`config.mk`:
```
export PLATFORM = sky130hd
export DESIGN_NAME = c_minus_lexer
export DESIGN_NICKNAME = d
export VERILOG_FILES = /design/src/design/clx_pkg.sv /design/src/design/clx_front.sv /design/src/design/clx_fifo.sv /design/src/design/clx_out.sv /design/src/design/c_minus_lexer.sv
export SDC_FILE = /design/constraint.sdc
export NUM_CORES = 1
export LEC_CHECK = 0
export BUFFER_PORTS_ARGS = -buffer_cell sky130_fd_sc_hd__buf_2
export CORE_ASPECT_RATIO = 0.6
export CORE_UTILIZATION = 63
export DETAILED_ROUTE_END_ITERATION = 10
export GPL_ROUTABILITY_DRIVEN = 1
export PLACE_DENSITY = 0.92
export SKIP_LAST_GASP = 1
export SLEW_MARGIN = 20
export SYNTH_ARGS = -nofsm -noshare
export SYNTH_HDL_FRONTEND = slang
export SYNTH_HIERARCHICAL = 1
export SYNTH_SLANG_ARGS = --single-unit
```
`constraint.sdc`:
```
create_clock -name i_clk -period 10.05 [get_ports i_clk]
set_input_delay 2.01 -clock i_clk [delete_from_list [all_inputs] [get_ports i_clk]]
set_output_delay 2.01 -clock i_clk [all_outputs]
set_load 0.02 [all_outputs]
```
`src/design/clx_pkg.sv`:
```
// shared types, token codes and keyword matching for the c-minus lexer
`default_nettype none

package clx_pkg;

    localparam int STAGE_BITS   = 4;
    localparam int PREFIX_DEPTH = 6;
    localparam int FIFO_DEPTH   = 4;

    localparam logic [3:0] ST_START   = 4'd0;
    localparam logic [3:0] ST_ID      = 4'd1;
    localparam logic [3:0] ST_NUM     = 4'd2;
    localparam logic [3:0] ST_SLASH   = 4'd3;
    localparam logic [3:0] ST_COMMENT = 4'd4;
    localparam logic [3:0] ST_STAR    = 4'd5;
    localparam logic [3:0] ST_LESS    = 4'd6;
    localparam logic [3:0] ST_GREATER = 4'd7;
    localparam logic [3:0] ST_ASSIGN  = 4'd8;
    localparam logic [3:0] ST_BANG    = 4'd9;

    localparam logic [4:0] K_END     = 5'd0;
    localparam logic [4:0] K_ID      = 5'd1;
    localparam logic [4:0] K_NUM     = 5'd2;
    localparam logic [4:0] K_VOID    = 5'd3;
    localparam logic [4:0] K_INT     = 5'd4;
    localparam logic [4:0] K_IF      = 5'd5;
    localparam logic [4:0] K_ELSE    = 5'd6;
    localparam logic [4:0] K_WHILE   = 5'd7;
    localparam logic [4:0] K_RETURN  = 5'd8;
    localparam logic [4:0] K_PLUS    = 5'd9;
    localparam logic [4:0] K_MINUS   = 5'd10;
    localparam logic [4:0] K_MUL     = 5'd11;
    localparam logic [4:0] K_DIV     = 5'd12;
    localparam logic [4:0] K_LT      = 5'd13;
    localparam logic [4:0] K_LE      = 5'd14;
    localparam logic [4:0] K_GT      = 5'd15;
    localparam logic [4:0] K_GE      = 5'd16;
    localparam logic [4:0] K_EQ      = 5'd17;
    localparam logic [4:0] K_NE      = 5'd18;
    localparam logic [4:0] K_ASSIGN  = 5'd19;
    localparam logic [4:0] K_SEMI    = 5'd20;
    localparam logic [4:0] K_COMMA   = 5'd21;
    localparam logic [4:0] K_LPAREN  = 5'd22;
    localparam logic [4:0] K_RPAREN  = 5'd23;
    localparam logic [4:0] K_LSQUARE = 5'd24;
    localparam logic [4:0] K_RSQUARE = 5'd25;
    localparam logic [4:0] K_LCURLY  = 5'd26;
    localparam logic [4:0] K_RCURLY  = 5'd27;
    localparam logic [4:0] K_ERROR   = 5'd28;

    typedef struct packed {
        logic [4:0]  kind;
        logic [7:0]  len;
        logic [23:0] line;
        logic [7:0]  bad;
        logic        last;
    } t_result;

    typedef logic [PREFIX_DEPTH-1:0][7:0] t_prefix;

    function automatic logic [4:0] kw_kind(input t_prefix p, input logic [2:0] n,
                                           input logic fits);
        logic [4:0] k;
        k = K_ID;
        if (fits) begin
            if (n == 3'd4 && {p[0], p[1], p[2], p[3]} == "void") begin
                k = K_VOID;
            end else if (n == 3'd3 && {p[0], p[1], p[2]} == "int") begin
                k = K_INT;
            end else if (n == 3'd2 && {p[0], p[1]} == "if") begin
                k = K_IF;
            end else if (n == 3'd4 && {p[0], p[1], p[2], p[3]} == "else") begin
                k = K_ELSE;
            end else if (n == 3'd5 && {p[0], p[1], p[2], p[3], p[4]} == "while") begin
                k = K_WHILE;
            end else if (n == 3'd6 && {p[0], p[1], p[2], p[3], p[4], p[5]} == "return") begin
                k = K_RETURN;
            end
        end
        return k;
    endfunction

endpackage

`default_nettype wire

```
`src/design/clx_front.sv`:
```
// scanner automaton: takes one character per cycle while the queue has room and produces up to two results
`default_nettype none

module clx_front #(
    parameter int MAX_TOKEN_LEN = 255,
    parameter int LINE_BITS     = 24
) (
    input  wire                  i_clk,
    input  wire                  i_rst_n,
    input  wire                  i_valid,
    input  wire  [7:0]           i_ch,
    input  wire                  i_space_ok,
    output logic                 o_ready,
    output logic [1:0]           o_push_cnt,
    output clx_pkg::t_result     o_res0,
    output clx_pkg::t_result     o_res1
);

    localparam int LW = $clog2(MAX_TOKEN_LEN + 1);

    logic [clx_pkg::STAGE_BITS-1:0] r_stage, n_stage;
    logic [LINE_BITS-1:0]           r_line, n_line;
    logic [LW-1:0]                  r_len, n_len;
    logic                           r_halt, n_halt;
    clx_pkg::t_prefix               r_prefix;

    logic        w_acc;
    logic        w_letter, w_digit;
    logic        w_pwr;
    logic [2:0]  w_pidx;
    logic        w_rescan;
    logic        w_se, w_ze;
    logic [4:0]  w_sk, w_zk;
    logic [7:0]  w_sl, w_zl, w_sb, w_zb;
    logic [15:0] w_len16;
    logic [31:0] w_line32;
    logic [4:0]  w_kw;

    assign o_ready  = i_space_ok;
    assign w_acc    = i_valid && i_space_ok;
    assign w_letter = (i_ch >= "a" && i_ch <= "z") || (i_ch >= "A" && i_ch <= "Z");
    assign w_digit  = i_ch >= "0" && i_ch <= "9";
    assign w_len16  = 16'(r_len);
    assign w_line32 = 32'(r_line);
    assign w_kw     = clx_pkg::kw_kind(r_prefix, r_len[2:0], (r_len >> 3) == '0);

    always_comb begin
        n_stage  = r_stage;
        n_line   = r_line;
        n_len    = r_len;
        n_halt   = r_halt;
        w_pwr    = 1'b0;
        w_pidx   = r_len[2:0];
        w_rescan = 1'b0;
        w_se     = 1'b0;
        w_sk     = clx_pkg::K_END;
        w_sl     = 8'd0;
        w_sb     = 8'd0;
        w_ze     = 1'b0;
        w_zk     = clx_pkg::K_END;
        w_zl     = 8'd0;
        w_zb     = 8'd0;
        if (w_acc && !r_halt) begin
            unique case (r_stage) inside
                clx_pkg::ST_ID, clx_pkg::ST_NUM: begin
                    if ((r_stage == clx_pkg::ST_ID) ? w_letter : w_digit) begin
                        w_pwr = r_len < LW'(clx_pkg::PREFIX_DEPTH);
                        if (r_len < LW'(MAX_TOKEN_LEN)) begin
                            n_len = r_len + LW'(1);
                        end
                    end else begin
                        w_se     = 1'b1;
                        w_sk     = (r_stage == clx_pkg::ST_ID) ? w_kw : clx_pkg::K_NUM;
                        w_sl     = w_len16[7:0];
                        w_rescan = 1'b1;
                    end
                end
                clx_pkg::ST_SLASH: begin
                    if (i_ch == "*") begin
                        n_stage = clx_pkg::ST_COMMENT;
                    end else begin
                        w_se     = 1'b1;
                        w_sk     = clx_pkg::K_DIV;
                        w_sl     = 8'd1;
                        w_rescan = 1'b1;
                    end
                end
                clx_pkg::ST_COMMENT, clx_pkg::ST_STAR: begin
                    if (i_ch == 8'd0) begin
                        n_stage = clx_pkg::ST_START;
                        w_se    = 1'b1;
                        w_sk    = clx_pkg::K_END;
                    end else if (i_ch == "*") begin
                        n_stage = clx_pkg::ST_STAR;
                    end else if (i_ch == "/" && r_stage == clx_pkg::ST_STAR) begin
                        n_stage = clx_pkg::ST_START;
                    end else begin
                        n_stage = clx_pkg::ST_COMMENT;
                        if (i_ch == 8'h0a && r_line != '1) begin
                            n_line = r_line + LINE_BITS'(1);
                        end
                    end
                end
                clx_pkg::ST_LESS, clx_pkg::ST_GREATER, clx_pkg::ST_ASSIGN: begin
                    n_stage = clx_pkg::ST_START;
                    w_se    = 1'b1;
                    if (i_ch == "=") begin
                        w_sl = 8'd2;
                        w_sk = (r_stage == clx_pkg::ST_LESS) ? clx_pkg::K_LE :
                               (r_stage == clx_pkg::ST_GREATER) ? clx_pkg::K_GE : clx_pkg::K_EQ;
                    end else begin
                        w_sl     = 8'd1;
                        w_sk     = (r_stage == clx_pkg::ST_LESS) ? clx_pkg::K_LT :
                                   (r_stage == clx_pkg::ST_GREATER) ? clx_pkg::K_GT :
                                   clx_pkg::K_ASSIGN;
                        w_rescan = 1'b1;
                    end
                end
                clx_pkg::ST_BANG: begin
                    n_stage = clx_pkg::ST_START;
                    w_se    = 1'b1;
                    if (i_ch == "=") begin
                        w_sk = clx_pkg::K_NE;
                        w_sl = 8'd2;
                    end else begin
                        w_sk   = clx_pkg::K_ERROR;
                        w_sb   = i_ch;
                        n_halt = 1'b1;
                    end
                end
                default: begin
                    w_rescan = 1'b1;
                end
            endcase

            if (w_rescan) begin
                n_stage = clx_pkg::ST_START;
                if (w_letter || w_digit) begin
                    w_pwr   = 1'b1;
                    w_pidx  = 3'd0;
                    n_len   = LW'(1);
                    n_stage = w_letter ? clx_pkg::ST_ID : clx_pkg::ST_NUM;
                end else begin
                    unique case (i_ch) inside
                        " ", 8'h09, 8'h0b, 8'h0c, 8'h0d: begin
                        end
                        8'h0a: begin
                            if (r_line != '1) begin
                                n_line = r_line + LINE_BITS'(1);
                            end
                        end
                        "/": n_stage = clx_pkg::ST_SLASH;
                        "<", ">", "=", "!": begin
                            w_pwr   = 1'b1;
                            w_pidx  = 3'd0;
                            n_len   = LW'(1);
                            n_stage = (i_ch == "<") ? clx_pkg::ST_LESS :
                                      (i_ch == ">") ? clx_pkg::ST_GREATER :
                                      (i_ch == "=") ? clx_pkg::ST_ASSIGN : clx_pkg::ST_BANG;
                        end
                        8'd0: begin
                            w_ze = 1'b1;
                            w_zk = clx_pkg::K_END;
                        end
                        "+": begin w_ze = 1'b1; w_zk = clx_pkg::K_PLUS;    w_zl = 8'd1; end
                        "-": begin w_ze = 1'b1; w_zk = clx_pkg::K_MINUS;   w_zl = 8'd1; end
                        "*": begin w_ze = 1'b1; w_zk = clx_pkg::K_MUL;     w_zl = 8'd1; end
                        ";": begin w_ze = 1'b1; w_zk = clx_pkg::K_SEMI;    w_zl = 8'd1; end
                        ",": begin w_ze = 1'b1; w_zk = clx_pkg::K_COMMA;   w_zl = 8'd1; end
                        "(": begin w_ze = 1'b1; w_zk = clx_pkg::K_LPAREN;  w_zl = 8'd1; end
                        ")": begin w_ze = 1'b1; w_zk = clx_pkg::K_RPAREN;  w_zl = 8'd1; end
                        "[": begin w_ze = 1'b1; w_zk = clx_pkg::K_LSQUARE; w_zl = 8'd1; end
                        "]": begin w_ze = 1'b1; w_zk = clx_pkg::K_RSQUARE; w_zl = 8'd1; end
                        "{": begin w_ze = 1'b1; w_zk = clx_pkg::K_LCURLY;  w_zl = 8'd1; end
                        "}": begin w_ze = 1'b1; w_zk = clx_pkg::K_RCURLY;  w_zl = 8'd1; end
                        default: begin
                            w_ze   = 1'b1;
                            w_zk   = clx_pkg::K_ERROR;
                            w_zb   = i_ch;
                            n_halt = 1'b1;
                        end
                    endcase
                end
            end
        end
    end

    // results use the line count before this character
    always_comb begin
        o_res0.line = w_line32[23:0];
        o_res1.line = w_line32[23:0];
        o_res1.kind = w_zk;
        o_res1.len  = w_zl;
        o_res1.bad  = w_zb;
        o_res1.last = 1'b1;
        if (w_se) begin
            o_res0.kind = w_sk;
            o_res0.len  = w_sl;
            o_res0.bad  = w_sb;
            o_res0.last = !w_ze;
            o_push_cnt  = w_ze ? 2'd2 : 2'd1;
        end else begin
            o_res0.kind = w_zk;
            o_res0.len  = w_zl;
            o_res0.bad  = w_zb;
            o_res0.last = 1'b1;
            o_push_cnt  = w_ze ? 2'd1 : 2'd0;
        end
    end

    always_ff @(posedge i_clk) begin
        if (!i_rst_n) begin
            r_stage <= clx_pkg::ST_START;
            r_line  <= LINE_BITS'(1);
            r_len   <= '0;
            r_halt  <= 1'b0;
        end else begin
            r_stage <= n_stage;
            r_line  <= n_line;
            r_len   <= n_len;
            r_halt  <= n_halt;
        end
    end

    always_ff @(posedge i_clk) begin
        if (w_pwr) begin
            r_prefix[w_pidx] <= i_ch;
        end
    end

endmodule

`default_nettype wire

```
`src/design/clx_fifo.sv`:
```
// short result queue: up to two writes and one read per cycle
`default_nettype none

module clx_fifo (
    input  wire                  i_clk,
    input  wire                  i_rst_n,
    input  wire  [1:0]           i_push_cnt,
    input  clx_pkg::t_result     i_res0,
    input  clx_pkg::t_result     i_res1,
    output logic                 o_space_ok,
    output logic                 o_nonempty,
    output clx_pkg::t_result     o_head,
    input  wire                  i_pop
);

    localparam int PW = $clog2(clx_pkg::FIFO_DEPTH);
    localparam int CW = PW + 1;

    clx_pkg::t_result r_mem [clx_pkg::FIFO_DEPTH];
    logic [PW-1:0] r_wr, r_rd, n_wr, n_rd;
    logic [CW-1:0] r_cnt, n_cnt;
    logic [PW-1:0] w_wr1;

    assign w_wr1      = r_wr + PW'(1);
    assign o_space_ok = r_cnt <= CW'(clx_pkg::FIFO_DEPTH - 2);
    assign o_nonempty = r_cnt != '0;
    assign o_head     = r_mem[r_rd];

    always_comb begin
        n_wr  = r_wr + PW'(i_push_cnt);
        n_rd  = i_pop ? r_rd + PW'(1) : r_rd;
        n_cnt = r_cnt + CW'(i_push_cnt) - CW'(i_pop);
    end

    always_ff @(posedge i_clk) begin
        if (!i_rst_n) begin
            r_wr  <= '0;
            r_rd  <= '0;
            r_cnt <= '0;
        end else begin
            r_wr  <= n_wr;
            r_rd  <= n_rd;
            r_cnt <= n_cnt;
        end
    end

    always_ff @(posedge i_clk) begin
        if (i_push_cnt != 2'd0) begin
            r_mem[r_wr] <= i_res0;
        end
        if (i_push_cnt == 2'd2) begin
            r_mem[w_wr1] <= i_res1;
        end
    end

endmodule

`default_nettype wire

```
`src/design/clx_out.sv`:
```
// output register stage driving the result stream
`default_nettype none

module clx_out (
    input  wire                  i_clk,
    input  wire                  i_rst_n,
    input  wire                  i_nonempty,
    input  clx_pkg::t_result     i_head,
    output logic                 o_pop,
    output logic                 o_valid,
    input  wire                  i_ready,
    output clx_pkg::t_result     o_res
);

    logic             r_valid;
    clx_pkg::t_result r_res;

    assign o_pop   = i_nonempty && (!r_valid || i_ready);
    assign o_valid = r_valid;
    assign o_res   = r_res;

    always_ff @(posedge i_clk) begin
        if (!i_rst_n) begin
            r_valid <= 1'b0;
        end else if (!r_valid || i_ready) begin
            r_valid <= i_nonempty;
        end
    end

    always_ff @(posedge i_clk) begin
        if (o_pop) begin
            r_res <= i_head;
        end
    end

endmodule

`default_nettype wire

```
`src/design/c_minus_lexer.sv`:
```
// c-minus lexer top level
//
// Streams one source byte per item on the slave side and returns tokens on the
// master side: kind in tuser, length, line and offending byte in tdata, and
// tlast on the final token caused by a byte. A byte is taken every cycle while
// the four-entry token queue has room for two tokens; a byte that ends one token
// and starts another writes two entries, so with bytes back to back and the
// output always ready, double tokens build up in the queue until the input
// pauses. Results pass through the token queue and then a register stage
// before they are presented. Byte 0 gives an end token; an invalid byte gives
// an error token and the block swallows all further bytes until reset.
`default_nettype none

module c_minus_lexer #(
    parameter int MAX_TOKEN_LEN = 255,
    parameter int LINE_BITS     = 24
) (
    input  wire         i_clk,
    input  wire         i_rst_n,
    input  wire         i_s_axis_tvalid,
    output logic        o_s_axis_tready,
    input  wire  [7:0]  i_s_axis_tdata,   // ch
    output logic        o_m_axis_tvalid,
    input  wire         i_m_axis_tready,
    output logic [39:0] o_m_axis_tdata,   // token_length, line_number, bad_char
    output logic [4:0]  o_m_axis_tuser,   // token_kind
    output logic        o_m_axis_tlast
);

    logic             w_space_ok;
    logic [1:0]       w_push_cnt;
    clx_pkg::t_result w_res0, w_res1, w_head, w_out;
    logic             w_nonempty, w_pop;

    clx_front #(
        .MAX_TOKEN_LEN (MAX_TOKEN_LEN),
        .LINE_BITS     (LINE_BITS)
    ) u_front (
        .i_clk      (i_clk),
        .i_rst_n    (i_rst_n),
        .i_valid    (i_s_axis_tvalid),
        .i_ch       (i_s_axis_tdata),
        .i_space_ok (w_space_ok),
        .o_ready    (o_s_axis_tready),
        .o_push_cnt (w_push_cnt),
        .o_res0     (w_res0),
        .o_res1     (w_res1)
    );

    clx_fifo u_fifo (
        .i_clk      (i_clk),
        .i_rst_n    (i_rst_n),
        .i_push_cnt (w_push_cnt),
        .i_res0     (w_res0),
        .i_res1     (w_res1),
        .o_space_ok (w_space_ok),
        .o_nonempty (w_nonempty),
        .o_head     (w_head),
        .i_pop      (w_pop)
    );

    clx_out u_out (
        .i_clk      (i_clk),
        .i_rst_n    (i_rst_n),
        .i_nonempty (w_nonempty),
        .i_head     (w_head),
        .o_pop      (w_pop),
        .o_valid    (o_m_axis_tvalid),
        .i_ready    (i_m_axis_tready),
        .o_res      (w_out)
    );

    assign o_m_axis_tdata = {w_out.bad, w_out.line, w_out.len};
    assign o_m_axis_tuser = w_out.kind;
    assign o_m_axis_tlast = w_out.last;

endmodule

`default_nettype wire

```
Yosys cells after proc, flatten, opt, wreduce, memory -nomap -nowiden
Memory sizes are Yosys's and may differ from the RTL's. A register that Yosys moved wholly into a read port is not among the register bits.
Cells that the tools add are included.
{"block": "totals", "reg_bits": 93, "ram_bits": 184, "memories": 1}
{"memory": "u_fifo.r_mem", "words": 4, "width": 46, "read_ports": 1, "rd_clocked_by_memory_dff": 1, "wr": 2, "line": "clx_fifo.sv:19", "rtl": "clx_pkg::t_result r_mem [clx_pkg::FIFO_DEPTH];"}
{"block": "op_classes", "addsub": 7, "order_cmp": 11, "n_eq_ne": 45, "muxes": 106, "n_reduce_logical": 37}
{"op": "$mux 24", "n": 9}
{"op": "$mux 8", "n": 19}
{"op": "$eq 8x6->1 const B", "n": 13}
{"op": "$mux 5", "n": 16}
{"op": "$eq 32x31->1 const B", "n": 2}
{"op": "$pmux 5 s12", "n": 1}
{"op": "$bwmux 48", "n": 1}
{"op": "$eq 48x47->1 const B", "n": 1}
{"op": "$eq 40x39->1 const B", "n": 1}
{"op": "$eq 8x4->1 const B", "n": 5}
{"op": "$mux 4", "n": 10}
{"op": "$eq 8x7->1 const B", "n": 4}
{"op": "$pmux 8 s4", "n": 1}
{"op": "$mux 1", "n": 31}
{"op": "$add 24x1->24 const B", "n": 1}
{"op": "$demux 8 s3", "n": 1}
{"op": "$eq 24x23->1 const B", "n": 1}
{"op": "$ne 24x24->1 const B", "n": 1}
{"op": "$reduce_or 23->1", "n": 1}
{"op": "$reduce_or 11->1", "n": 2}
{"op": "$pmux 5 s4", "n": 1}
{"op": "$eq 16x15->1 const B", "n": 1}
{"op": "$eq 4x3->1 const B", "n": 4}
{"op": "$ge 8x7->1 const B", "n": 2}
{"op": "39 further kinds", "n": 77}

Logic depth before layout (Yosys ltp)
{"block": "logic_depth", "ltp_word": 14, "ltp_mapped": 16, "ltp_nobuf": 13}

Modules after synthesis
The synthesis kept the hierarchy.
{"mod": "clx_fifo", "n_inst": 1, "cells_each": 493, "area_each_um2": 9734.3}
{"mod": "clx_front", "n_inst": 1, "cells_each": 595, "area_each_um2": 5450.2}
{"mod": "clx_out", "n_inst": 1, "cells_each": 50, "area_each_um2": 1428.9}

Worst setup path after synthesis
OpenSTA, ideal clock, no wires.
{"block": "synth_timing", "path_kind": "input to register", "start": "input i_s_axis_tdata[6]", "end": "memory u_fifo/r_mem[0][0] (netlist name) (enable)", "setup_time_ps": 518, "t_arrival_ps": 7525, "required_time_ps": 9532, "setup_slack_ps": 2007, "stages": 11, "path_buffers": 3, "cell_sequence": "buf_6 or4b_1 buf_2 o211ai_2 and2_4 a21oi_1 clkbuf_1 and2_1 ha_1 nor2_1 o31ai_1"}
{"item": "start, declared", "line": "c_minus_lexer.sv:22", "rtl": "input wire [7:0] i_s_axis_tdata,"}
{"item": "end, declared", "line": "clx_fifo.sv:19"}

==> flow_summary.ini <==
[run_status]
run_status = completed

[critical_path]
r2r_cells = 10
cp.depth = 10
cp_top_family = simple AND/OR/NAND/NOR gates
worst_path_largest_cell_delay_ns = 0.89
reg2reg_to = u_fifo/r_mem[1][36]$_DFFE_PP_
path_cells = buf_2, nor4_1, a31oi_1, o211ai_1, o21ai_1, inv_1, ha_1, nor4b_4, buf_4, mux2_2
arrival_ns = 6.49
critPathKind = primary input to register
crit_buf_inv = 3
critPathSlowestCell = nor4_1
cp-start-kind = primary input
rrSetupSlack_ns = 4.99
worstSetupEndpointType = register
critical_path_required_ns = 10.35
cp_max_fo = 37
rr_startpoint = u_front/r_stage[0]$_SDFFE_PN0P_

[yosys]
synthTopCellsByArea = edfxtp_1 50%, mux2_4 7.1%, mux2_2 7.1%
avgSynthCellArea_sq_um = 14.6
ys_top_cells_by_count = 278 x edfxtp_1, 105 x mux2_2, 79 x mux2_4
synth_cell_types = 84
synth_top_flop_cell = edfxtp_1
synth_area_sq_um = 16600
netlist_instances = 1138
yosysMostFrequentCell = edfxtp_1
synth_edf_count = 278
synth.ff_latch_count = 325
yosys_warnings = 6
ys_seq_area_share_pct = 55.9
async_flop_share_pct = 0
synth_top_area_share_pct = 50.2
yosys.area.top_type = edfxtp_1

[timing]
clock_skew_ns = 0.0189
worstMarginPinSlew_ns = 1.22
setup_viol = 0
hold_violations = 0
layout_setup_ws_ns = 3.87
min_period_ns = 6.18
fin_setup_tns_ns = 0
slew_headroom_pct = 17.3
fmax_ghz = 0.162
rsz0062_at_grt = false
final.period_utilization_pct = 61.5
slew_viol_final = 0

[detailed_routing]
ant_nets = 0
via_per_inst = 6.66
wl_per_cell_um = 24.0
drt-initial-drc-count = 1244
vias = 10200
drcViolationCount = 0
drtPass1Iterations = 5
wirelength_um = 36800

[floorplanning]
rows = 45
die_w_um = 212
dieArea_sq_um = 27000
core_sq_um = 25600
start_util_pct = 65.0
pin_count = 60
die_y_um = 128

[grt]
antenna_found_initial = 0
grt_pass1_vias = 9786
grt_pass1_wl_um = 57000
grt_max_degree = 51
grt.total_usage_pct = 27.7
grt-ovfl-total = 0

[clock_network]
tritoncts = built
cts_hold_buf = 0
postCtsResizedCells = 0
clock_latency_ns = 0.57
clock_tree.buffer_depth = 3
numClockSinks = 325
clkTransAtPathRegs_ns = 0.06
cts_setup_buffers = 0
htreeDepth = 1
clock-root-buffer = clkbuf_16
cts_inserted_buffers = 30

[placement]
io_buffers = 59
dp_cells = 1473
dp_slack_ns = 3.45
placed_cell_area_sq_um = 16800
gp_congestion = 0.950
dp_hpwl_um = 23200

[cells_and_area]
antenna_cells = 0
drive_above_1_share_pct = 31.8
nNetsFinal = 1179
multiInputGateArea_sq_um = 6610
final_area_sq_um = 17800
register_area_sq_um = 9290
syn2layout_area_growth_pct = 6.96
nFillCells = 1680
stdcell_count = 1529

[min_path]
min_path_cells = 2
worstHoldPathType = register to register
worstHoldStart = u_fifo/r_rd[1]$_SDFFE_PN0P_

[power_and_ir_drop]
ir_drop_mv = 0.308
p_leak_nw = 6.15
p_per_area_nw_per_um2 = 218

[job]
drv_cap = 0
==> state kept, by name, summed over array words and instances (netlist names), 2 cells and up, named ones only <==
name and cells:
u_front/r_stage 4, u_front/r_len 8, u_fifo/r_cnt 3, u_front/r_prefix 48, u_front/r_line 24, u_fifo/r_rd 2, u_fifo/r_mem 184, u_fifo/r_wr 2
u_out/o_res 46
==> metrics by stage <==
| step | utilization (%) | total power, W | hold WS [ns] |
|---|---|---|---|
| floorplan | - | 0.00254 | 0.488 |
| finish | 69.5 | 0.00388 | 0.549 |
| CTS | 69.4 | 0.00390 | 0.556 |
| detailed placement | 65.9 | 0.00283 | 0.547 |
| global route | 69.5 | 0.00403 | 0.570 |
| global placement | 65.9 | 0.00280 | 0.504 |
==> routing by layer <==
layer  routed length [um]  track usage, %  vias to the layer above
li1                     -               -                     4509
met1                16200            42.6                     5037
met2                15800            39.6                      574
met3                 4180            7.79                       60
met4                  585            5.16                        0
met5                    0               0                        -
==> report_power, final <==
group          leakage (nW)  internal [W]  switching (W)  total (W)
Combinational          2.70      0.000372       0.000556   0.000927
Sequential             3.01       0.00176       0.000121    0.00188
Clock                 0.445      0.000584       0.000485    0.00107
==> cells in the final DEF, fill, tap and decap left out, drive strengths merged, types with 4 or more instances in the layout <==
| cell type | count |
|---|---|
| clkinv | 12 |
| and3 | 23 |
| inv | 21 |
| mux2i | 5 |
| a211oi | 5 |
| nor2b | 15 |
| nor3 | 19 |
| mux2 | 185 |
| nand3 | 27 |
| nand2 | 42 |
| mux4 | 46 |
| xnor2 | 6 |
| o211ai | 11 |
| ha | 12 |
| and2 | 10 |
| nand4 | 20 |
| nor2 | 28 |
| o21ai | 24 |
| nor4bb | 13 |
| nor4 | 14 |
| or4 | 8 |
| o2bb2ai | 4 |
| buf | 77 |
| a21oi | 44 |
| and4 | 9 |
| o211a | 4 |
| conb | 8 |
| o31a | 4 |
| edfxtp | 278 |
| dfxtp | 47 |
| or3 | 18 |
| and4b | 4 |
| clkbuf | 41 |
| nand2b | 5 |
| o31ai | 8 |
| a31oi | 5 |
| a21boi | 7 |
| o21a | 11 |
==> logic make-up after synthesis <==
logic type / synth area share, %
DFF: 55.9
and+or+nand+nor: 10.1
muxes: 20.9
AOI/OAI and AO/OA: 6.60
buffers and inverters: 4.85
adders and majority gates: 1.02
xor gates and xnor gates: 0.640
other: 0.0452
==> how the worst max path moves through the flow <==
stage	to	startpoint	slack [ns]
5_1_grt	u_fifo/r_mem[0][28]$_DFFE_PP_	i_s_axis_tdata[4]	3.70
3_5_place_dp	u_fifo/r_mem[1][43]$_DFFE_PP_	i_s_axis_tdata[4]	3.45
2_1_floorplan	u_fifo/r_mem[0][0]$_DFFE_PP_	i_s_axis_tdata[6]	2.01
3_3_place_gp	u_fifo/r_mem[0][28]$_DFFE_PP_	i_s_axis_tdata[4]	3.62
4_1_cts	u_fifo/r_mem[1][36]$_DFFE_PP_	i_s_axis_tdata[4]	4.04
6_report	u_fifo/r_mem[1][36]$_DFFE_PP_	i_s_axis_tdata[6]	3.87
==> tightest hold or removal path, stage by stage, from the launching register on <==
cell and delay, ns:
dfxtp_1 0.32, nand3b_1 0.11, a21oi_1 0.07
==> cell type report <==
cell class | count | share of cell area, %
clock inverters | 14 | 0.373
well taps | 352 | 2.48
multi-input cells | 700 | 37.2
flip-flops and latches | 325 | 52.3
repair buffers | 77 | 2.49
inverters | 20 | 0.422
clock buffers | 41 | 4.75
(Power assumes the default switching activity.)
